==> config.mk <==
export PLATFORM = sky130hd
export DESIGN_NAME = bft_hash
export DESIGN_NICKNAME = d
export VERILOG_FILES = /design/src/design/bft_pkg.sv /design/src/design/bft_hash.sv
export SDC_FILE = /design/constraint.sdc
export NUM_CORES = 1
export LEC_CHECK = 0
export BUFFER_PORTS_ARGS = -buffer_cell sky130_fd_sc_hd__buf_2
export CORE_MARGIN = 3
export CORE_UTILIZATION = 55
export CTS_CLUSTER_DIAMETER = 40
export CTS_CLUSTER_SIZE = 12
export DETAILED_ROUTE_END_ITERATION = 8
export HOLD_SLACK_MARGIN = 0.12
export PLACE_DENSITY = 0.8
export SLEW_MARGIN = 20
export SYNTH_ARGS = -nofsm -noshare
export SYNTH_HDL_FRONTEND = slang
export SYNTH_SLANG_ARGS = --single-unit
==> constraint.sdc <==
create_clock -name clk -period 5 [get_ports clk]
set_input_delay 1 -clock clk [delete_from_list [all_inputs] [get_ports clk]]
set_output_delay 1 -clock clk [all_outputs]
set_load 0.01 [all_outputs]
==> src/design/bft_pkg.sv <==
package bft_pkg;

    // Filter geometry; the bit count must be a power of two
    localparam int FILTER_BITS = 8192;
    localparam int POS_W       = $clog2(FILTER_BITS);
    localparam int STORE_BYTES = (FILTER_BITS + 7) / 8;
    localparam int ADDR_W      = $clog2(STORE_BYTES);
    localparam int BYTE_W      = 8;
    localparam int BIT_SEL_W   = $clog2(BYTE_W);

    // Field and register widths
    localparam int CHAR_W    = 8;
    localparam int SEED_W    = 32;
    localparam int CFG_IDX_W = 1;

    localparam logic [SEED_W-1:0] SEED_FIRST_RST  = 32'd17;
    localparam logic [SEED_W-1:0] SEED_SECOND_RST = 32'd29;

    // Configuration register indexes
    typedef enum logic [CFG_IDX_W-1:0] {
        CFG_SEED_FIRST  = 1'b0,
        CFG_SEED_SECOND = 1'b1
    } cfg_reg_t;

    // Command codes
    typedef enum logic {
        CMD_INSERT = 1'b0,
        CMD_CHECK  = 1'b1
    } cmd_t;

    // Filter controller states
    typedef enum logic [2:0] {
        ST_CLEAR,
        ST_IDLE,
        ST_READ,
        ST_MODIFY,
        ST_WRITE
    } ctrl_state_t;

    // Bit positions of the two hashes after the current character
    typedef struct packed {
        logic [POS_W-1:0] pos_first;
        logic [POS_W-1:0] pos_second;
    } hash_pos_t;

endpackage

==> src/design/bft_hash.sv <==
module bft_hash import bft_pkg::*; (
    input  logic                 clk,
    input  logic                 rst_n,
    input  logic                 cfg_we,
    input  logic [CFG_IDX_W-1:0] cfg_index,
    input  logic [SEED_W-1:0]    cfg_data,
    input  logic                 take,
    input  logic [CHAR_W-1:0]    ch,
    input  logic                 last_char,
    output hash_pos_t            mix
);

    logic [SEED_W-1:0] seed_first_reg, seed_first_next;
    logic [SEED_W-1:0] seed_second_reg, seed_second_next;
    logic [POS_W-1:0]  hash_first_reg, hash_first_next;
    logic [POS_W-1:0]  hash_second_reg, hash_second_next;
    logic              in_string_reg, in_string_next;
    logic [POS_W-1:0]  base_first, base_second;
    logic [63:0]       ch_wide;
    logic [POS_W-1:0]  ch_ext;

    // Seed register writes; a write mid-string only affects the next string
    always_comb
    begin
        seed_first_next  = seed_first_reg;
        seed_second_next = seed_second_reg;
        if (cfg_we)
        begin
            unique case (cfg_reg_t'(cfg_index))
                CFG_SEED_FIRST:  seed_first_next  = cfg_data;
                CFG_SEED_SECOND: seed_second_next = cfg_data;
                default:         ;
            endcase
        end
    end

    // djb2 step, h*33 + c; only the low POS_W bits reach the position
    always_comb
    begin
        ch_wide     = {{(64 - CHAR_W){ch[CHAR_W-1]}}, ch};
        ch_ext      = ch_wide[POS_W-1:0];
        base_first  = in_string_reg ? hash_first_reg  : seed_first_reg[POS_W-1:0];
        base_second = in_string_reg ? hash_second_reg : seed_second_reg[POS_W-1:0];
        mix.pos_first  = (base_first  << 5) + base_first  + ch_ext;
        mix.pos_second = (base_second << 5) + base_second + ch_ext;
    end

    // Running hash update per transfer
    always_comb
    begin
        hash_first_next  = hash_first_reg;
        hash_second_next = hash_second_reg;
        in_string_next   = in_string_reg;
        if (take)
        begin
            hash_first_next  = mix.pos_first;
            hash_second_next = mix.pos_second;
            in_string_next   = !last_char;
        end
    end

    always_ff @(posedge clk or negedge rst_n)
    begin
        if (!rst_n)
        begin
            seed_first_reg  <= SEED_FIRST_RST;
            seed_second_reg <= SEED_SECOND_RST;
            in_string_reg   <= 1'b0;
        end
        else
        begin
            seed_first_reg  <= seed_first_next;
            seed_second_reg <= seed_second_next;
            in_string_reg   <= in_string_next;
        end
    end

    // Hash values are only used while a string is open
    always_ff @(posedge clk)
    begin
        hash_first_reg  <= hash_first_next;
        hash_second_reg <= hash_second_next;
    end

endmodule

==> results of run 1 <==
==> stage by stage <==
stage	cells	utilization, %
2_1_floorplan	283	-
3_3_place_gp	406	64.24
3_5_place_dp	406	64.24
4_1_cts	414	65.78
5_1_grt	414	65.85
6_report	414	65.85
==> synthesized netlist by cell type, drive strengths merged (3+ instances only) <==
library cell  instances  area [µm²]
a21o                 11       82.58
mux2                 46       525.5
nand3                 7       35.03
inv                  11       41.29
a21oi                16       80.08
nand4                 3       18.77
nand2                 7       26.28
a211oi                3       22.52
o21ai                 8       40.04
dfrtp                21       525.5
fa                   16       320.3
mux2i                 7       70.07
edfxtp               26       780.8
dfstp                 6       157.7
a311oi                3       26.28
nand2b                4       25.02
buf                   5       31.28
ha                   32       400.4
nor2                  8       30.03
xnor2                13       113.9
xor2                  9       78.83
==> cell families (layout without fill, tap and decap cells) <==
family / after synthesis / count (layout)
muxes: 53 / 53
buffers and inverters: 18 / 74
xor gates and xnor gates: 22 / 22
DFF: 53 / 53
AOI/OAI and AO/OA: 49 / 49
adders and majority gates: 48 / 48
and+or+nand+nor: 40 / 40
==> what timing repair did <==
action,4_1_cts,5_1_grt
endpoints found under the hold margin,0,0
gates resized for setup,0,1
setup buffers,0,0
endpoints found under the setup margin,0,1
==> final cells by class <==
| cell class | instances | area, µm² | area share [%] |
|---|---|---|---|
| multi-input cells | 212 | 2037 | 50.75 |
| clock inverters | 1 | 7.507 | 0.1870 |
| clock buffers | 7 | 86.33 | 2.151 |
| flip-flops and latches | 53 | 1465 | 36.50 |
| inverters | 11 | 41.29 | 1.029 |
| well taps | 75 | 93.84 | 2.338 |
| repair buffers | 55 | 282.8 | 7.045 |
==> critical path: stages (launching register included) <==
cell and delay (ns):
dfrtp_2 0.49, buf_4 0.22, mux2_2 0.39, ha_1 0.29, ha_1 0.24, fa_1 0.41
a21o_1 0.22, a311oi_1 0.33, o21ai_0 0.18, a21oi_1 0.20, xnor2_1 0.17, buf_2 0.17
==> path summary, 6_finish.rpt <==
check	from	end	slack (ns)
max	in_string_reg$_DFFE_PN0P_	mix[24]	0.39
min	seed_second_reg[11]$_DFFE_PN0P_	seed_second_reg[11]$_DFFE_PN0P_	0.51
max reg2reg	in_string_reg$_DFFE_PN0P_	hash_first_reg[11]$_DFFE_PP_	1.68
min reg2reg	seed_second_reg[11]$_DFFE_PN0P_	seed_second_reg[11]$_DFFE_PN0P_	0.51
max in group asynchronous	rst_n	in_string_reg$_DFFE_PN0P_	3.90
min in group asynchronous	rst_n	seed_first_reg[6]$_DFFE_PN0P_	0.68
==> metal layers <==
metal / vias to the layer above / part of all wire (%) / global-route usage [%]
met5: - / 0.096 / 0
met4: 2 / 0.72 / 4.816
met2: 55 / 47 / 33.80
met1: 1166 / 47 / 27.86
met3: 8 / 5.3 / 4.468
li1: 1153 / - / -
==> report_power, final <==
group	internal [mW]	total, mW	switching, mW	leakage, nW
clock network	0.113	0.256	0.143	0.0445
logic	0.909	2.09	1.18	1.20
registers	0.697	0.740	0.0430	0.562
==> flow_metrics.env, run 1 <==
export IMPL_post_route_period_util_pct=92.25
export IMPL_num_antenna_cells=0
export IMPL_grt_use_total_pct=20.53
export IMPL_hpwlAfterDp_mm=5.779
export IMPL_wirelength_mm=7.267
export IMPL_path_clk_slew_ns=0.09
export IMPL_tns_ns=0
export IMPL_synth_xor_area_share_pct=5.385
export IMPL_drive_gt1_share_pct=34.81
export IMPL_drt_iter0_drc=72
export IMPL_drv_slew=0
export IMPL_crit_arrival_ns=3.61
export IMPL_cts_tree="done"
export IMPL_dpl_instance_area_mm2=0.003916
export IMPL_synth_top_family_by_area="adder cells"
export IMPL_hold_buffers=0
export IMPL_die_y_um=86.66
export IMPL_wl_per_cell_um=17.55
export IMPL_ant_nets=0
export IMPL_die_w_um=86.66
export IMPL_fin_area_mm2=0.004014
export IMPL_yosys_warnings=0
export IMPL_yosysSeqAreaShare_pct=40.91
export IMPL_final_cell_mix="52 x buf_2, 44 x mux2_2, 32 x ha_1, 26 x edfxtp_1, 20 x dfrtp_1"
export IMPL_initial_core_util_pct=58.70
export IMPL_syn_nets=377
export IMPL_synth_simple_area_share_pct=5.769
export IMPL_max_cap_viol_count=0
export IMPL_path_max_fanout=8
export IMPL_place_gp_congestion=0.7852
export IMPL_vias=2384
export IMPL_fin_nets=432
export IMPL_worstSetupPathType="reg2out"
export IMPL_grt_setup_unrepaired="no"
export IMPL_clock_path_buffers=2
export IMPL_synth_cell_type_count=37
export IMPL_async_flop_share_pct=50.94
export IMPL_period_needed_ns=4.612
export IMPL_dieArea_mm2=0.007510
export IMPL_antenna_found_initial=1
export IMPL_p_leak_nw=1.805
export IMPL_synthCells=283
export IMPL_setup_ws_ns=0.3877
export IMPL_cts_buffers=5
export IMPL_ios=72
export IMPL_grt_max_degree=29
export IMPL_fmax_mhz=216.8
export IMPL_min_path_cells=1
export IMPL_run_status="complete, no violations"
export IMPL_finalPower_mw=3.085
export IMPL_synth_edf_count=26
export IMPL_hold_path_class="reg2reg"
export IMPL_clock_sinks=53
export IMPL_fin_skew_ns=0.007821
export IMPL_required_ns=4.00
export IMPL_finalSetupViolCount=0
export IMPL_synth_compound_area_share_pct=8.916
export IMPL_grt_ovfl_total=0
export IMPL_reg2regPathDepth=10
export IMPL_maxSlewHeadroom_pct=53.90
export IMPL_avgSynthCellArea_um2=12.64
export IMPL_fill_cells=489
export IMPL_worst_pin_slew_ns=0.6883
export IMPL_cp_start_kind="register"
export IMPL_vdd_drop_max_v=0.0004892
export IMPL_synthAdderAreaFrac_pct=20.14
export IMPL_port_buffers=52
export IMPL_final_common_cell="buf_2"
export IMPL_dp_slack_ns=0.4707
export IMPL_whs_ns=0.5100
export IMPL_area_growth_pct=12.17
export IMPL_grt_pass1_wl_mm=11.64
export IMPL_end_kind="output port"
export IMPL_cts_max_level=2
export IMPL_hold_violations=0
export IMPL_core_mm2=0.006096
export IMPL_synth_area_mm2=0.003578
export IMPL_clk_latency_ns=0.31
export IMPL_rows=28
export IMPL_synth_mux_area_share_pct=16.64
export IMPL_power_density_mw_per_mm2=768.7
export IMPL_synth_ff_type="edfxtp_1"
export IMPL_drt_vias_per_instance=5.758
export IMPL_drc_errors=0
export IMPL_synth_seq_cells=53
export IMPL_clockRootBuffer="clkbuf_8"
export IMPL_grt_pass1_vias=2402
export IMPL_first_pass_iters=4
No activity file was read; power rests on OpenSTA's default activity.
==> run 2: changes to the inputs <==
--- a/config.mk
+++ b/config.mk
@@ -8,6 +8,7 @@
 export BUFFER_PORTS_ARGS = -buffer_cell sky130_fd_sc_hd__buf_2
 export CORE_MARGIN = 3
 export CORE_UTILIZATION = 55
+export CTS_BUF_LIST = sky130_fd_sc_hd__clkbuf_4
 export CTS_CLUSTER_DIAMETER = 40
 export CTS_CLUSTER_SIZE = 12
 export DETAILED_ROUTE_END_ITERATION = 8
==> flow_metrics.env, run 2 (synthesis gave the netlist of run 1 again) <==
export IMPL_run_status="complete, no violations"
export IMPL_finalSetupViolCount=0
export IMPL_die_y_um=86.66
export IMPL_final_common_cell="buf_2"
export IMPL_grt_pass1_wl_mm=11.59
export IMPL_cp_start_kind="register"
export IMPL_cp_slowest_stage_delay_ns=0.43
export IMPL_setup_ws_ns=0.4262
export IMPL_final_cell_mix="52 x buf_2, 44 x mux2_2, 32 x ha_1, 26 x edfxtp_1, 20 x dfrtp_1"
export IMPL_clock_sinks=53
export IMPL_cp_common_cell="ha_1"
export IMPL_vdd_drop_max_v=0.0004853
export IMPL_grt_use_total_pct=20.33
export IMPL_ios=72
export IMPL_path_max_fanout=7
export IMPL_die_w_um=86.66
export IMPL_path_clk_slew_ns=0.13
export IMPL_num_antenna_cells=0
export IMPL_wl_per_cell_um=17.48
export IMPL_clockRootBuffer="clkbuf_4"
export IMPL_p_leak_nw=1.800
export IMPL_use_met1_pct=27.80
export IMPL_grt_max_degree=29
export IMPL_power_density_mw_per_mm2=757.3
export IMPL_antenna_found_initial=1
export IMPL_end_kind="output port"
export IMPL_hold_buffers=0
export IMPL_area_growth_pct=11.54
export IMPL_clk_latency_ns=0.38
export IMPL_place_gp_congestion=0.7852
export IMPL_cts_tree="done"
export IMPL_drv_slew=0
export IMPL_hpwlAfterDp_mm=5.779
export IMPL_worst_pin_slew_ns=0.7151
export IMPL_fin_skew_ns=0.01470
export IMPL_whs_ns=0.5203
export IMPL_max_cap_viol_count=0
export IMPL_tns_ns=0
export IMPL_crit_chain="buf_4 -> mux2_2 -> ha_1 -> ha_1 -> fa_1 -> a21o_1 -> a311oi_1 -> o21ai_0 -> a21oi_1 -> xnor2_1 -> buf_2"
export IMPL_drt_iter0_drc=92
export IMPL_grt_use_met3_pct=4.278
export IMPL_post_route_period_util_pct=91.48
export IMPL_cp_slowest_cell="dfrtp_2"
export IMPL_hold_violations=0
export IMPL_rows=28
export IMPL_required_ns=4.00
export IMPL_worstSetupPathType="reg2out"
export IMPL_top_usage_layer="met2"
export IMPL_period_needed_ns=4.574
export IMPL_vias=2400
export IMPL_ant_nets=0
export IMPL_dp_slack_ns=0.4707
export IMPL_cts_buffers=5
export IMPL_cts_max_level=2
export IMPL_fmax_mhz=218.6
export IMPL_wirelength_mm=7.273
export IMPL_initial_core_util_pct=58.70
export IMPL_port_buffers=52
export IMPL_grt_use_met2_pct=33.38
export IMPL_grt_setup_unrepaired="no"
export IMPL_core_mm2=0.006096
export IMPL_dieArea_mm2=0.007510
export IMPL_first_pass_iters=4
export IMPL_maxSlewHeadroom_pct=52.11
export IMPL_finalPower_mw=3.023
export IMPL_clock_path_buffers=2
export IMPL_hold_path_class="reg2reg"
export IMPL_drive_gt1_share_pct=35.19
export IMPL_grt_ovfl_total=0
export IMPL_crit_arrival_ns=3.57
export IMPL_drt_vias_per_instance=5.769
export IMPL_drc_errors=0
export IMPL_grt_pass1_vias=2388
export IMPL_fin_nets=434
run 2: cell count changes in the layout (fill, tap and decap cells not counted), sizes merged:
cell / previous run / this run
clkbuf: 7 / 6
buf: 55 / 57
clkinv: 0 / 1
run 2: layout make-up:
class	instances	area (µm²)
timing repair buffer	57	297.8
fill	497	2105
clock inverter	2	11.26
clock buffer	6	45.04
inverter	11	41.29
tap	75	93.84
sequential	53	1465
multi-input combinational	212	2037
run 2: critical path, delay by kind of cell, from the launching register on:
family / cells / cell delay (ns)
muxes: 1 / 0.39
buffers and inverters: 2 / 0.36
DFF: 1 / 0.43
AOI/OAI and AO/OA: 4 / 0.93
xor gates and xnor gates: 1 / 0.17
adders and majority gates: 3 / 0.94
run 2: power breakdown:
| group | total, mW | internal, mW | switching (mW) |
|---|---|---|---|
| clock | 0.194 | 0.0593 | 0.135 |
| sequential | 0.739 | 0.696 | 0.0424 |
| combinational | 2.09 | 0.911 | 1.18 |
run 2: path summary, 6_finish.rpt:
| path | startpoint | end | slack [ns] | cells after the start |
|---|---|---|---|---|
| hold reg to reg | seed_second_reg[11]$_DFFE_PN0P_ | seed_second_reg[11]$_DFFE_PN0P_ | 0.52 | 1 |
| min in group asynchronous | rst_n | seed_first_reg[6]$_DFFE_PN0P_ | 0.60 | 1 |
| max in group asynchronous | rst_n | in_string_reg$_DFFE_PN0P_ | 3.98 | 1 |
| setup / recovery | in_string_reg$_DFFE_PN0P_ | mix[24] | 0.43 | 11 |
| setup reg to reg | in_string_reg$_DFFE_PN0P_ | hash_first_reg[11]$_DFFE_PP_ | 1.80 | 10 |
| hold / removal | seed_second_reg[11]$_DFFE_PN0P_ | seed_second_reg[11]$_DFFE_PN0P_ | 0.52 | 1 |
run 2: repair_timing:
action	4_1_cts	5_1_grt
gates resized for setup	0	1
setup buffers	0	2
setup endpoints to repair	0	2
hold endpoints to repair	0	0
run 2: routing by layer:
metal,vias to the layer above,part of all wire [%]
met5,-,0.096
met4,2,1.1
met3,10,6.2
met2,72,47
met1,1160,45
li1,1156,-
run 2: stage by stage:
step | util [%] | cells | area [µm²]
after detailed placement | 64.24 | 406 | 3916
after floorplan | - | 283 | 3578
after CTS | 65.17 | 414 | 3973
final | 65.48 | 416 | 3991
after global routing | 65.48 | 416 | 3991
after global placement | 64.24 | 406 | 3916
