[src/design/bft_pkg.sv]
package bft_pkg;

    // Filter geometry; the bit count must be a power of two
    localparam int FILTER_BITS = 8192;
    localparam int POS_W       = $clog2(FILTER_BITS);
    localparam int STORE_BYTES = (FILTER_BITS + 7) / 8;
    localparam int ADDR_W      = $clog2(STORE_BYTES);
    localparam int BYTE_W      = 8;
    localparam int BIT_SEL_W   = $clog2(BYTE_W);

    // Field and register widths
    localparam int CHAR_W    = 8;
    localparam int SEED_W    = 32;
    localparam int CFG_IDX_W = 1;

    localparam logic [SEED_W-1:0] SEED_FIRST_RST  = 32'd17;
    localparam logic [SEED_W-1:0] SEED_SECOND_RST = 32'd29;

    // Configuration register indexes
    typedef enum logic [CFG_IDX_W-1:0] {
        CFG_SEED_FIRST  = 1'b0,
        CFG_SEED_SECOND = 1'b1
    } cfg_reg_t;

    // Command codes
    typedef enum logic {
        CMD_INSERT = 1'b0,
        CMD_CHECK  = 1'b1
    } cmd_t;

    // Filter controller states
    typedef enum logic [2:0] {
        ST_CLEAR,
        ST_IDLE,
        ST_READ,
        ST_MODIFY,
        ST_WRITE
    } ctrl_state_t;

    // Bit positions of the two hashes after the current character
    typedef struct packed {
        logic [POS_W-1:0] pos_first;
        logic [POS_W-1:0] pos_second;
    } hash_pos_t;

endpackage

[src/design/bft_ctrl.sv]
module bft_ctrl import bft_pkg::*; (
    input  logic              clk,
    input  logic              rst_n,
    input  logic              take,
    input  logic              cmd,
    input  logic              last_char,
    input  hash_pos_t         mix,
    input  logic              out_stall,
    output logic              in_stall,
    output logic              out_valid,
    output logic              hit,
    output logic              op_done,
    output logic              ram_we,
    output logic [ADDR_W-1:0] ram_waddr,
    output logic [BYTE_W-1:0] ram_wdata,
    output logic [ADDR_W-1:0] ram_raddr_a,
    output logic [ADDR_W-1:0] ram_raddr_b,
    input  logic [BYTE_W-1:0] ram_rdata_a,
    input  logic [BYTE_W-1:0] ram_rdata_b
);

    ctrl_state_t       state_reg, state_next;
    logic [ADDR_W-1:0] clr_cnt_reg, clr_cnt_next;
    hash_pos_t         pos_reg, pos_next;
    logic              cmd_reg, cmd_next;
    logic [BYTE_W-1:0] byte_b_reg, byte_b_next;
    logic              out_valid_reg, out_valid_next;
    logic              hit_reg, hit_next;
    logic              op_done_reg, op_done_next;
    logic              out_free;
    logic              out_load;
    logic              same_byte;
    logic [ADDR_W-1:0] addr_a, addr_b;
    logic [BIT_SEL_W-1:0] sel_a, sel_b;
    logic [BYTE_W-1:0] mask_a, mask_b;

    // Byte address and bit mask of each position
    always_comb
    begin
        addr_a    = pos_reg.pos_first[POS_W-1:BIT_SEL_W];
        addr_b    = pos_reg.pos_second[POS_W-1:BIT_SEL_W];
        sel_a     = pos_reg.pos_first[BIT_SEL_W-1:0];
        sel_b     = pos_reg.pos_second[BIT_SEL_W-1:0];
        mask_a    = BYTE_W'(1) << sel_a;
        mask_b    = BYTE_W'(1) << sel_b;
        same_byte = (addr_a == addr_b);
    end

    assign out_free    = !out_valid_reg || !out_stall;
    assign ram_raddr_a = addr_a;
    assign ram_raddr_b = addr_b;

    // Sequencer: clear pass, accept, read, modify, write back
    always_comb
    begin
        state_next   = state_reg;
        clr_cnt_next = clr_cnt_reg;
        pos_next     = pos_reg;
        cmd_next     = cmd_reg;
        byte_b_next  = byte_b_reg;
        in_stall     = 1'b1;
        ram_we       = 1'b0;
        ram_waddr    = addr_a;
        ram_wdata    = '0;
        out_load     = 1'b0;
        hit_next     = hit_reg;

        unique case (state_reg)
            ST_CLEAR:
            begin
                ram_we       = 1'b1;
                ram_waddr    = clr_cnt_reg;
                clr_cnt_next = clr_cnt_reg + ADDR_W'(1);
                if (clr_cnt_reg == ADDR_W'(STORE_BYTES - 1))
                begin
                    state_next = ST_IDLE;
                end
            end
            ST_IDLE:
            begin
                in_stall = 1'b0;
                if (take && last_char)
                begin
                    pos_next   = mix;
                    cmd_next   = cmd;
                    state_next = ST_READ;
                end
            end
            ST_READ:
            begin
                state_next = ST_MODIFY;
            end
            ST_MODIFY:
            begin
                if (cmd_t'(cmd_reg) == CMD_CHECK)
                begin
                    // read ports hold their address, so data stays put while waiting
                    if (out_free)
                    begin
                        out_load   = 1'b1;
                        hit_next   = ram_rdata_a[sel_a] & ram_rdata_b[sel_b];
                        state_next = ST_IDLE;
                    end
                end
                else
                begin
                    // set first bit; merge second when both share a byte
                    ram_we      = 1'b1;
                    ram_waddr   = addr_a;
                    ram_wdata   = ram_rdata_a | mask_a | (same_byte ? mask_b : '0);
                    byte_b_next = ram_rdata_b | mask_b | (same_byte ? mask_a : '0);
                    state_next  = ST_WRITE;
                end
            end
            ST_WRITE:
            begin
                ram_we    = 1'b1;
                ram_waddr = addr_b;
                ram_wdata = byte_b_reg;
                if (out_free)
                begin
                    out_load   = 1'b1;
                    hit_next   = 1'b0;
                    state_next = ST_IDLE;
                end
            end
            default:
            begin
                state_next = ST_IDLE;
            end
        endcase
    end

    // Output register
    always_comb
    begin
        out_valid_next = out_valid_reg;
        op_done_next   = op_done_reg;
        if (out_load)
        begin
            out_valid_next = 1'b1;
            op_done_next   = 1'b1;
        end
        else if (!out_stall)
        begin
            out_valid_next = 1'b0;
        end
    end

    always_ff @(posedge clk or negedge rst_n)
    begin
        if (!rst_n)
        begin
            state_reg     <= ST_CLEAR;
            clr_cnt_reg   <= '0;
            out_valid_reg <= 1'b0;
        end
        else
        begin
            state_reg     <= state_next;
            clr_cnt_reg   <= clr_cnt_next;
            out_valid_reg <= out_valid_next;
        end
    end

    always_ff @(posedge clk)
    begin
        pos_reg     <= pos_next;
        cmd_reg     <= cmd_next;
        byte_b_reg  <= byte_b_next;
        hit_reg     <= hit_next;
        op_done_reg <= op_done_next;
    end

    assign out_valid = out_valid_reg;
    assign hit       = hit_reg;
    assign op_done   = op_done_reg;

endmodule

[config.mk]
export PLATFORM = sky130hd
export DESIGN_NAME = bft_ctrl
export DESIGN_NICKNAME = d
export VERILOG_FILES = /design/src/design/bft_pkg.sv /design/src/design/bft_ctrl.sv
export SDC_FILE = /design/constraint.sdc
export NUM_CORES = 1
export LEC_CHECK = 0
export ABC_AREA = 1
export BUFFER_PORTS_ARGS = -buffer_cell sky130_fd_sc_hd__buf_2
export CAP_MARGIN = 25
export CELL_PAD_IN_SITES_DETAIL_PLACEMENT = 0
export CELL_PAD_IN_SITES_GLOBAL_PLACEMENT = 1
export CORE_MARGIN = 1
export CORE_UTILIZATION = 34
export CTS_CLUSTER_SIZE = 16
export DETAILED_ROUTE_END_ITERATION = 7
export PLACE_DENSITY_LB_ADDON = 0.25
export SYNTH_ARGS = -nofsm -noshare
export SYNTH_HDL_FRONTEND = slang
export SYNTH_SLANG_ARGS = --single-unit
[constraint.sdc]
create_clock -name clk -period 2.28 [get_ports clk]
set_input_delay 0.228 -clock clk [delete_from_list [all_inputs] [get_ports clk]]
set_output_delay 0.228 -clock clk [all_outputs]
set_load 0.005 [all_outputs]
==> results.py, run 1 <==
metrics = {
    "yosys": {
        "synth_most_common_cell": "nand2_1",
        "ys_top_cells_by_count": "105 x nand2_1, 44 x inv_1, 36 x edfxtp_1, 34 x nand3_1",
        "yosysTopAreaCell": "edfxtp_1",
        "syn_inst": 353,
        "synth_area_per_cell_um2": 8.39,
        "synth_nets": 402,
        "synth_top_area_share_pct": 36.5,
        "synth_edf_count": 36,
        "ys_ff_latch": 50,
        "synth_area_leaders": "edfxtp_1 37%, nand2_1 13%, dfrtp_1 12%, nand3_1 5.7%, buf_4 5.6%",
        "syn_area_mm2": 0.00296,
        "synth-async-reset-ratio_pct": 28.0,
        "synth_cell_type_count": 32,
        "yosysSeqAreaShare_pct": 48.3,
        "synthFlopType": "edfxtp_1",
        "yosysWarningCount": 0,
    },
    "layout": {
        "drive_above_1_share_pct": 28.0,
        "fin_nets": 476,
        "syn_to_final_growth_pct": 18.5,
        "diodes": 0,
    },
    "clock_network": {
        "insertion_delay_ns": 0.31,
        "cts.sinks": 50,
        "cts_htree_levels": 2,
        "cts_buffer_depth": 2,
        "cts_buffers": 5,
        "post_cts_buffers": 0,
        "cts-root-buf": "clkbuf_8",
        "cts.reportedPaths.clkPinSlew_ns": 0.10,
        "cts_tree": "done",
    },
    "timing": {
        "finalSetupViolCount": 0,
        "finClkSkew_ns": 0.00874,
        "fin_setup_tns_ns": 0,
        "layout_min_cycle_time_ns": 2.05,
        "whs_ns": 0.0843,
        "fmax_mhz": 489,
        "rsz0062_at_grt": "false",
        "report.final.slew_viol_count": 0,
        "finalHoldViolCount": 0,
        "fin_crit_sh_pct": 89.8,
    },
    "routing": {
        "viasPerCell": 4.60,
        "dr.pass1.iters": 4,
        "drc": 0,
        "ant_nets": 0,
        "vias": 2451,
        "drt-total-wl_um": 7320,
        "drt_iter0_drc": 108,
        "wl_per_cell_um": 13.7,
    },
    "global_routing": {
        "grt_max_degree": 18,
        "grt_pass1_wl_um": 11300,
        "track_usage_pct": 16.8,
        "antenna_found_initial": 0,
        "grt_pass1_vias": 2335,
        "globalRouteOverflowTotal": 0,
    },
    "worst_setup_path": {
        "critical_path_class": "reg2out",
        "worstSetupStartpointType": "flip-flop",
        "r2r_end": "hit",
        "cp-end-kind": "output port",
        "regToRegSetupSlack_ns": 0.54,
        "ff2ff_path_depth": 7,
        "cp.arrival_ns": 1.82,
        "path_max_fanout": 15,
        "r2r_start": "state_reg[1]",
        "crit_required_ns": 2.05,
    },
    "power_and_ir_drop": {
        "leakagePower_nw": 1.70,
        "powerDensity_mw_per_mm2": 844,
        "peakVddDrop_mv": 0.420,
    },
    "die": {
        "die_h_um": 95.3,
        "dieArea_mm2": 0.00909,
        "start_util_pct": 35.5,
        "rows": 33,
        "core_mm2": 0.00834,
        "ios": 91,
        "die_w_um": 95.3,
    },
    "job": {
        "maxCapViolCount": 0,
    },
    "min_path": {
        "min_path_cells": 1,
        "hold_path.startpoint": "mix[19]",
        "holdPathEnd": "ram_raddr_a[3]",
        "hold_path.class": "in2reg",
    },
    "placement": {
        "portBuffers": 89,
        "routabilityCongestion": 0.833,
        "post-dp-hpwl_um": 5850,
    },
    "outcome": {
        "status": "complete, no violations",
    },
}
## per-layer routing
metal	wire length, um	track usage (%)
met1	3220	20.5
met2	3710	29.4
met3	296	2.87
met4	99	5.93
met5	0	0
## how the worst max path moves through the flow
stage / depth (start not counted) / from / slack, ns / endpoint
finish: 8 / state_reg[1] / 0.23 / ram_waddr[5]
global route: 8 / state_reg[0] / 0.06 / ram_waddr[5]
CTS: 8 / state_reg[1] / 0.16 / ram_waddr[5]
detailed placement: 7 / state_reg[1] / 0.49 / hit
global placement: 8 / state_reg[1] / 0.55 / ram_waddr[5]
floorplan: 3 / state_reg[2] / 0.001 / cmd_reg
## placed cells by master, fill, tap and decap left out, types with 3 or more instances in the layout
| master | Yosys | layout |
|---|---|---|
| nand3_1 | 34 | 34 |
| o211ai_1 | 3 | 3 |
| o21bai_1 | 3 | 3 |
| nor3_1 | 3 | 3 |
| edfxtp_1 | 36 | 36 |
| xor2_1 | 8 | 8 |
| dfrtp_1 | 14 | 14 |
| xnor2_1 | 5 | 5 |
| nand2_1 | 105 | 105 |
| nor2_1 | 22 | 21 |
| inv_1 | 44 | 44 |
| a21oi_1 | 7 | 7 |
| buf_2 | 2 | 89 |
| o21ai_0 | 8 | 8 |
| or2_2 | 5 | 5 |
| o221ai_1 | 6 | 6 |
| clkbuf_8 | 0 | 5 |
| inv_2 | 5 | 4 |
## repair_timing
item / in CTS / in global routing
hold endpoints to repair: 14 / 0
hold buffers: 1 / 0
endpoints found under the setup margin: 0 / 1
resized for setup: 0 / 1
## area by class of cell
type	instances	area [um2]
fill	914	4830
tap	105	131
clock inverter	1	8.76
clock buffer	7	119
timing repair buffer	92	470
multi-input combinational	228	1160
sequential	50	1430
inverter	50	189
## critical path, stage by stage (launching register included)
cell and delay [ns]:
dfrtp_1 0.39, inv_1 0.14, nand2_4 0.12, inv_2 0.15, nand2_2 0.16, clkinv_2 0.22
nand2_1 0.08, o211ai_1 0.10, buf_2 0.15
## stage by stage
stage | std cells | power, mW | setup WS (ns) | instance area, um2 | util [%]
after floorplan | 353 | 1.95 | 0.00106 | 2960 | -
after global placement | 524 | 2.31 | 0.553 | 3370 | 40.4
after detailed placement | 524 | 2.31 | 0.493 | 3370 | 40.4
after CTS | 533 | 2.99 | 0.160 | 3510 | 42.0
after global routing | 533 | 3.16 | 0.0611 | 3510 | 42.1
final | 533 | 2.96 | 0.233 | 3510 | 42.1
## where the power goes
part / internal, mW / total (mW) / switching (mW)
logic: 0.393 / 1.01 / 0.614
registers: 1.14 / 1.27 / 0.135
clock network: 0.352 / 0.681 / 0.329
## cells by family (layout without fill, tap and decap cells)
group                      after synthesis  in the layout  share of synthesized area [%]
DFF                                     50             50                           48.3
other                                    1              1                          0.127
and+or+nand+nor                        183            183                           28.2
xor gates and xnor gates                13             13                           3.84
buffers and inverters                   75            150                           12.6
adders and majority gates                1              1                          0.422
AOI/OAI and AO/OA                       30             30                           6.42
Note: power is estimated with default switching activity, not from simulation.
==> run 2, diff against run 1 <==
--- a/config.mk
+++ b/config.mk
@@ -11,7 +11,8 @@
 export CELL_PAD_IN_SITES_DETAIL_PLACEMENT = 0
 export CELL_PAD_IN_SITES_GLOBAL_PLACEMENT = 1
 export CORE_MARGIN = 1
-export CORE_UTILIZATION = 34
+export CORE_UTILIZATION = 35
+export CTS_BUF_LIST = sky130_fd_sc_hd__clkbuf_2 sky130_fd_sc_hd__clkbuf_4 sky130_fd_sc_hd__clkbuf_8
 export CTS_CLUSTER_SIZE = 16
 export DETAILED_ROUTE_END_ITERATION = 7
 export PLACE_DENSITY_LB_ADDON = 0.25
==> run 2 against run 1 <==
Critical path depth unchanged. Die area decreased by 2.8%. Via count increased by 1.3%. Flip-flop and latch count unchanged. Sequential power hardly changed. Utilization is 0.24 points higher. Combinational power about the same. Clock skew shrank 0.0020 ns. Hold slack got worse by 0.0062 ns. Clock-buffer cell count is 2 lower. Routed wire length fell by 3.0%. Non-clock buffer count is the same. Critical path type unchanged. Largest power group unchanged.
==> results.py, run 2 (synthesis gave the netlist of run 1 again) <==
metrics = {
    "outcome": {
        "status": "complete, no violations",
    },
    "clock_network": {
        "cts-root-buf": "clkbuf_8",
        "cts_htree_levels": 2,
        "cts_buffers": 5,
        "cts.sinks": 50,
        "insertion_delay_ns": 0.32,
        "post_cts_buffers": 0,
        "cts_tree": "done",
        "cts_buffer_depth": 2,
        "cts.reportedPaths.clkPinSlew_ns": 0.10,
    },
    "die": {
        "ios": 91,
        "core_mm2": 0.00822,
        "dieArea_mm2": 0.00883,
        "rows": 33,
        "start_util_pct": 36.0,
        "die_w_um": 94.0,
        "die_h_um": 94.0,
    },
    "timing": {
        "fin_crit_sh_pct": 93.4,
        "rsz0062_at_grt": "false",
        "layout_min_cycle_time_ns": 2.13,
        "finalHoldViolCount": 0,
        "report.final.slew_viol_count": 0,
        "fin_ws_ns": 0.150,
        "finClkSkew_ns": 0.00674,
        "fmax_mhz": 469,
        "fin_setup_tns_ns": 0,
        "finalSetupViolCount": 0,
    },
    "worst_setup_path": {
        "cpPeakStageDelay_ns": 0.39,
        "path_max_fanout": 15,
        "cp_slowest_cell": "dfrtp_1",
        "cp_top_family": "buffers and inverters",
        "cp.arrival_ns": 1.90,
        "critical_path_class": "reg2out",
        "worstSetupStartpointType": "flip-flop",
        "crit_chain": "inv_1, nand2_4, inv_2, nand2_2, clkinv_2, nand2_1, o211ai_1, buf_2",
        "cp_num_buf_inv": 4,
        "cp-end-kind": "output port",
        "crit_required_ns": 2.05,
    },
    "layout": {
        "n_fill_cell": 855,
        "multi_input_area_mm2": 0.00116,
        "mostFrequentLayoutCell": "nand2_1",
        "final_util_pct": 42.3,
        "syn_to_final_growth_pct": 17.4,
        "diodes": 0,
        "layout_common_cells": "105 x nand2_1, 89 x buf_2, 44 x inv_1",
        "fin_nets": 476,
        "final_area_mm2": 0.00348,
        "ff_latch_area_mm2": 0.00143,
        "drive_above_1_share_pct": 28.0,
    },
    "routing": {
        "wl_per_cell_um": 13.3,
        "drt-total-wl_um": 7100,
        "viasPerCell": 4.66,
        "vias": 2483,
        "drc": 0,
        "drt_iter0_drc": 101,
        "ant_nets": 0,
        "dr.pass1.iters": 6,
    },
    "placement": {
        "placed_cell_area_mm2": 0.00337,
        "portBuffers": 89,
        "routabilityCongestion": 0.827,
        "pre_cts_slack_ns": 0.459,
        "post-dp-hpwl_um": 5590,
    },
    "power_and_ir_drop": {
        "total_power_mw": 2.85,
        "leakagePower_nw": 1.68,
        "peakVddDrop_mv": 0.457,
        "powerDensity_mw_per_mm2": 819,
    },
    "min_path": {
        "hold_path.class": "in2reg",
    },
    "global_routing": {
        "grt_pass1_vias": 2389,
        "grt_max_degree": 19,
        "grt_pass1_wl_um": 11000,
        "track_usage_pct": 16.5,
        "antenna_found_initial": 0,
        "globalRouteOverflowTotal": 0,
    },
    "job": {
        "maxCapViolCount": 0,
    },
}
run 2: cell count changes in the layout (fill, tap and decap cells not counted), sizes merged:
cell and delta:
inv +3, clkbuf -2, clkinv -1
run 2: layer usage:
metal | vias to the layer above | GRT usage (%) | wire, um
li1 | 1265 | - | -
met1 | 1145 | 20.2 | 3160
met2 | 64 | 29.3 | 3550
met3 | 9 | 2.99 | 297
met4 | 0 | 5.00 | 91
met5 | - | 0 | 0
run 2: final cells by class:
cell class	count	share of cell area (%)
clock buffer	5	1.98
sequential	50	41.2
tap	105	3.78
timing repair buffer	92	13.5
clock inverter	3	0.756
multi-input combinational	228	33.3
inverter	50	5.44
run 2: final timing paths:
kind | from | to | slack (ns) | cells after the start
worst max-delay path | state_reg[1] | ram_waddr[5] | 0.15 | 8
worst min-delay path | mix[9] | ram_raddr_b[6] | 0.08 | 1
worst max register to register | state_reg[1] | hit | 0.48 | 7
worst min register to register | clr_cnt_reg[3] | clr_cnt_reg[3] | 0.54 | 1
max in group asynchronous | rst_n | out_valid | 1.68 | 2
min in group asynchronous | rst_n | clr_cnt_reg[1] | 0.34 | 2
run 2: where the power goes:
| group | switching, mW | internal (mW) |
|---|---|---|
| sequential | 0.131 | 1.14 |
| combinational | 0.618 | 0.393 |
| clock | 0.338 | 0.229 |
run 2: per-stage QoR:
stage,instances,hold slack (ns)
after global routing,533,0.0610
after global placement,524,0.155
after CTS,533,0.0656
after floorplan,353,-0.0676
after detailed placement,524,0.159
final,533,0.0781
run 2: repair_timing:
action | 4_1_cts | 5_1_grt
gates resized for setup | 0 | 1
hold buffers | 1 | 0
hold endpoints to repair | 14 | 0
setup endpoints to repair | 0 | 4
==> run 3, diff against run 2 <==
--- a/config.mk
+++ b/config.mk
@@ -5,17 +5,18 @@
 export SDC_FILE = /design/constraint.sdc
 export NUM_CORES = 1
 export LEC_CHECK = 0
-export ABC_AREA = 1
+export ABC_AREA = 0
 export BUFFER_PORTS_ARGS = -buffer_cell sky130_fd_sc_hd__buf_2
 export CAP_MARGIN = 25
 export CELL_PAD_IN_SITES_DETAIL_PLACEMENT = 0
 export CELL_PAD_IN_SITES_GLOBAL_PLACEMENT = 1
 export CORE_MARGIN = 1
-export CORE_UTILIZATION = 35
+export CORE_UTILIZATION = 37
 export CTS_BUF_LIST = sky130_fd_sc_hd__clkbuf_2 sky130_fd_sc_hd__clkbuf_4 sky130_fd_sc_hd__clkbuf_8
 export CTS_CLUSTER_SIZE = 16
 export DETAILED_ROUTE_END_ITERATION = 7
 export PLACE_DENSITY_LB_ADDON = 0.25
+export RECOVER_POWER = 100
 export SYNTH_ARGS = -nofsm -noshare
 export SYNTH_HDL_FRONTEND = slang
 export SYNTH_SLANG_ARGS = --single-unit
==> run 3 against run 2 <==
Sequential share of layout area decreased by 1.1 points. Power up 7.3%. Sequential power up 8%. Cell count decreased by 18%. Design area grew 2.8%. Flip-flop and latch count stayed put. Setup slack got worse by 0.12 ns.
==> results.py, run 3 <==
metrics = {
    "worst_setup_path": {
        "cpPeakStageDelay_ns": 0.47,
        "worstSetupStartpointType": "flip-flop",
        "cp.arrival_ns": 2.02,
        "crit_chain": "xor2_2, nor4_4, nand2_2, buf_8, o41ai_4, buf_2",
        "cp-end-kind": "output port",
        "cp_num_buf_inv": 2,
        "cp_slowest_cell": "edfxtp_1",
        "cp_top_family": "simple AND/OR/NAND/NOR gates",
        "path_max_fanout": 5,
        "crit_required_ns": 2.05,
        "critical_path_class": "reg2out",
    },
    "global_routing": {
        "grt_max_degree": 19,
        "antenna_found_initial": 0,
        "grt_pass1_vias": 2234,
        "globalRouteOverflowTotal": 0,
        "track_usage_pct": 17.5,
        "grt_pass1_wl_um": 11100,
    },
    "yosys": {
        "synth_area_per_cell_um2": 11.3,
        "synthFlopType": "edfxtp_1",
        "synth_most_common_cell": "edfxtp_1",
        "synth_area_leaders": "edfxtp_1 38%, dfrtp_1 12%, buf_4 5.5%, mux2i_1 4.2%, o41ai_2 3.4%",
        "ys_ff_latch": 50,
        "syn_inst": 255,
        "synth_edf_count": 36,
        "synth_nets": 304,
        "synth_cell_type_count": 44,
        "ys_top_cells_by_count": "36 x edfxtp_1, 25 x nand2_1, 21 x buf_4, 14 x dfrtp_1, 14 x o21ai_1",
        "synth-async-reset-ratio_pct": 28.0,
        "synth_top_area_share_pct": 37.6,
        "yosysSeqAreaShare_pct": 49.8,
        "syn_area_mm2": 0.00287,
        "yosysWarningCount": 0,
        "yosysTopAreaCell": "edfxtp_1",
    },
    "power_and_ir_drop": {
        "p_comb_share_pct": 38.1,
        "leakagePower_nw": 1.49,
        "powerDensity_mw_per_mm2": 855,
        "seqPwrFrac_pct": 45.0,
        "peakVddDrop_mv": 0.380,
        "swShare_pct": 36.3,
        "intPower_mw": 1.95,
        "clkPwrFrac_pct": 16.9,
        "total_power_mw": 3.06,
        "switchingPower_mw": 1.11,
    },
    "placement": {
        "pre_cts_slack_ns": 0.157,
        "portBuffers": 89,
        "dp.cells": 418,
        "routabilityCongestion": 0.795,
        "post-dp-hpwl_um": 5090,
    },
    "layout": {
        "stdcell_count": 438,
        "final_util_pct": 48.5,
        "fin_nets": 387,
        "diodes": 0,
        "layout_common_cells": "80 x buf_2, 36 x edfxtp_1, 24 x nand2_1",
        "mostFrequentLayoutCell": "buf_2",
        "syn_to_final_growth_pct": 24.4,
        "drive_above_1_share_pct": 38.6,
        "n_fill_cell": 728,
    },
    "outcome": {
        "status": "complete, no violations",
    },
    "timing": {
        "slew_headroom_pct": 45.5,
        "finalHoldViolCount": 0,
        "fin_ws_ns": 0.0339,
        "rsz0062_at_grt": "true",
        "fin_crit_sh_pct": 98.5,
        "finClkSkew_ns": 0.00709,
        "fmax_mhz": 445,
        "whs_ns": 0.0975,
        "tightestPinTransition_ns": 0.818,
        "layout_min_cycle_time_ns": 2.25,
        "finalSetupViolCount": 0,
        "report.final.slew_viol_count": 0,
    },
    "die": {
        "dieArea_mm2": 0.00812,
        "die_h_um": 90.1,
        "die_w_um": 90.1,
        "ios": 91,
        "start_util_pct": 39.0,
        "rows": 31,
        "core_mm2": 0.00737,
    },
    "clock_network": {
        "cts_tree": "done",
        "cts_htree_levels": 2,
        "cts_buffer_depth": 2,
        "cts_buffers": 5,
        "cts-root-buf": "clkbuf_8",
        "cts.reportedPaths.clkPinSlew_ns": 0.09,
        "insertion_delay_ns": 0.30,
        "cts.sinks": 50,
    },
    "routing": {
        "ant_nets": 0,
        "drt-total-wl_um": 7000,
        "wl_per_cell_um": 16.0,
        "dr.pass1.iters": 4,
        "vias": 2250,
        "drt_iter0_drc": 92,
        "viasPerCell": 5.14,
        "drc": 0,
    },
    "min_path": {
        "hold_path.class": "in2reg",
    },
    "job": {
        "maxCapViolCount": 0,
    },
}
[run 3: path summary, 6_finish.rpt]
kind	from	end	slack, ns	cells past startpoint
max	ram_raddr_b[7]	ram_wdata[1]	0.03	6
min	mix[25]	ram_raddr_a[9]	0.1	1
max reg2reg	ram_raddr_b[7]	byte_b_reg[6]	0.10	8
min reg2reg	clr_cnt_reg[9]	clr_cnt_reg[9]	0.50	1
max in group asynchronous	rst_n	state_reg[0]	1.20	2
min in group asynchronous	rst_n	out_valid	0.53	2
[run 3: logic make-up after synthesis]
kind of cell    synth area share (%)
simple gates                    13.9
compound gates                  14.0
flops                           49.8
buf+inv                         8.62
xor+xnor                        5.79
mux                             7.32
fa+ha+maj                      0.435
other cells                    0.131
[run 3: layer usage]
layer | up-vias | GRT usage (%) | wire (um)
met5 | - | 0 | 0
met4 | 0 | 5.91 | 102
met3 | 7 | 4.06 | 444
met2 | 91 | 26.0 | 3080
met1 | 1069 | 25.0 | 3370
li1 | 1083 | - | -
[run 3: what timing repair did]
action | 4_1_cts | 5_1_grt
endpoints found under the setup margin | 8 | 8
endpoints found under the hold margin | 14 | 0
pin swaps | 2 | 12
resized for setup | 4 | 10
gates cloned | 0 | 1
setup buffers | 4 | 6
hold buffers | 1 | 0
[run 3: worst reg2reg max path: stages (launching register included)]
cell	delay, ns
edfxtp_1	0.47
xor2_2	0.23
nor4_4	0.33
nand2_2	0.15
clkbuf_16	0.19
buf_4	0.14
buf_4	0.13
buf_4	0.13
o31ai_1	0.25
[run 3: through the flow]
step	area (um2)	TNS, ns
after floorplan	2870	0
after detailed placement	3290	0
after CTS	3440	-0.0882
final	3570	0
after global routing	3570	-0.437
after global placement	3290	0
[run 3: layout make-up]
type	count	area, um2	area share (%)
well taps	99	124	3.47
inverters	4	20.0	0.560
repair buffers	111	639	17.9
clock inverters	2	8.76	0.245
clock buffers	6	76.3	2.14
flip-flops and latches	50	1430	40.1
multi-input cells	166	1270	35.6
[run 3: power by group through the flow]
stage	logic, mW	registers, mW	clock network (mW)
6_report	1.17	1.37	0.516
5_1_grt	1.29	1.41	0.574
4_1_cts	1.13	1.37	0.537
3_5_place_dp	1.11	1.39	0
3_3_place_gp	1.10	1.39	0
2_1_floorplan	0.794	1.31	0
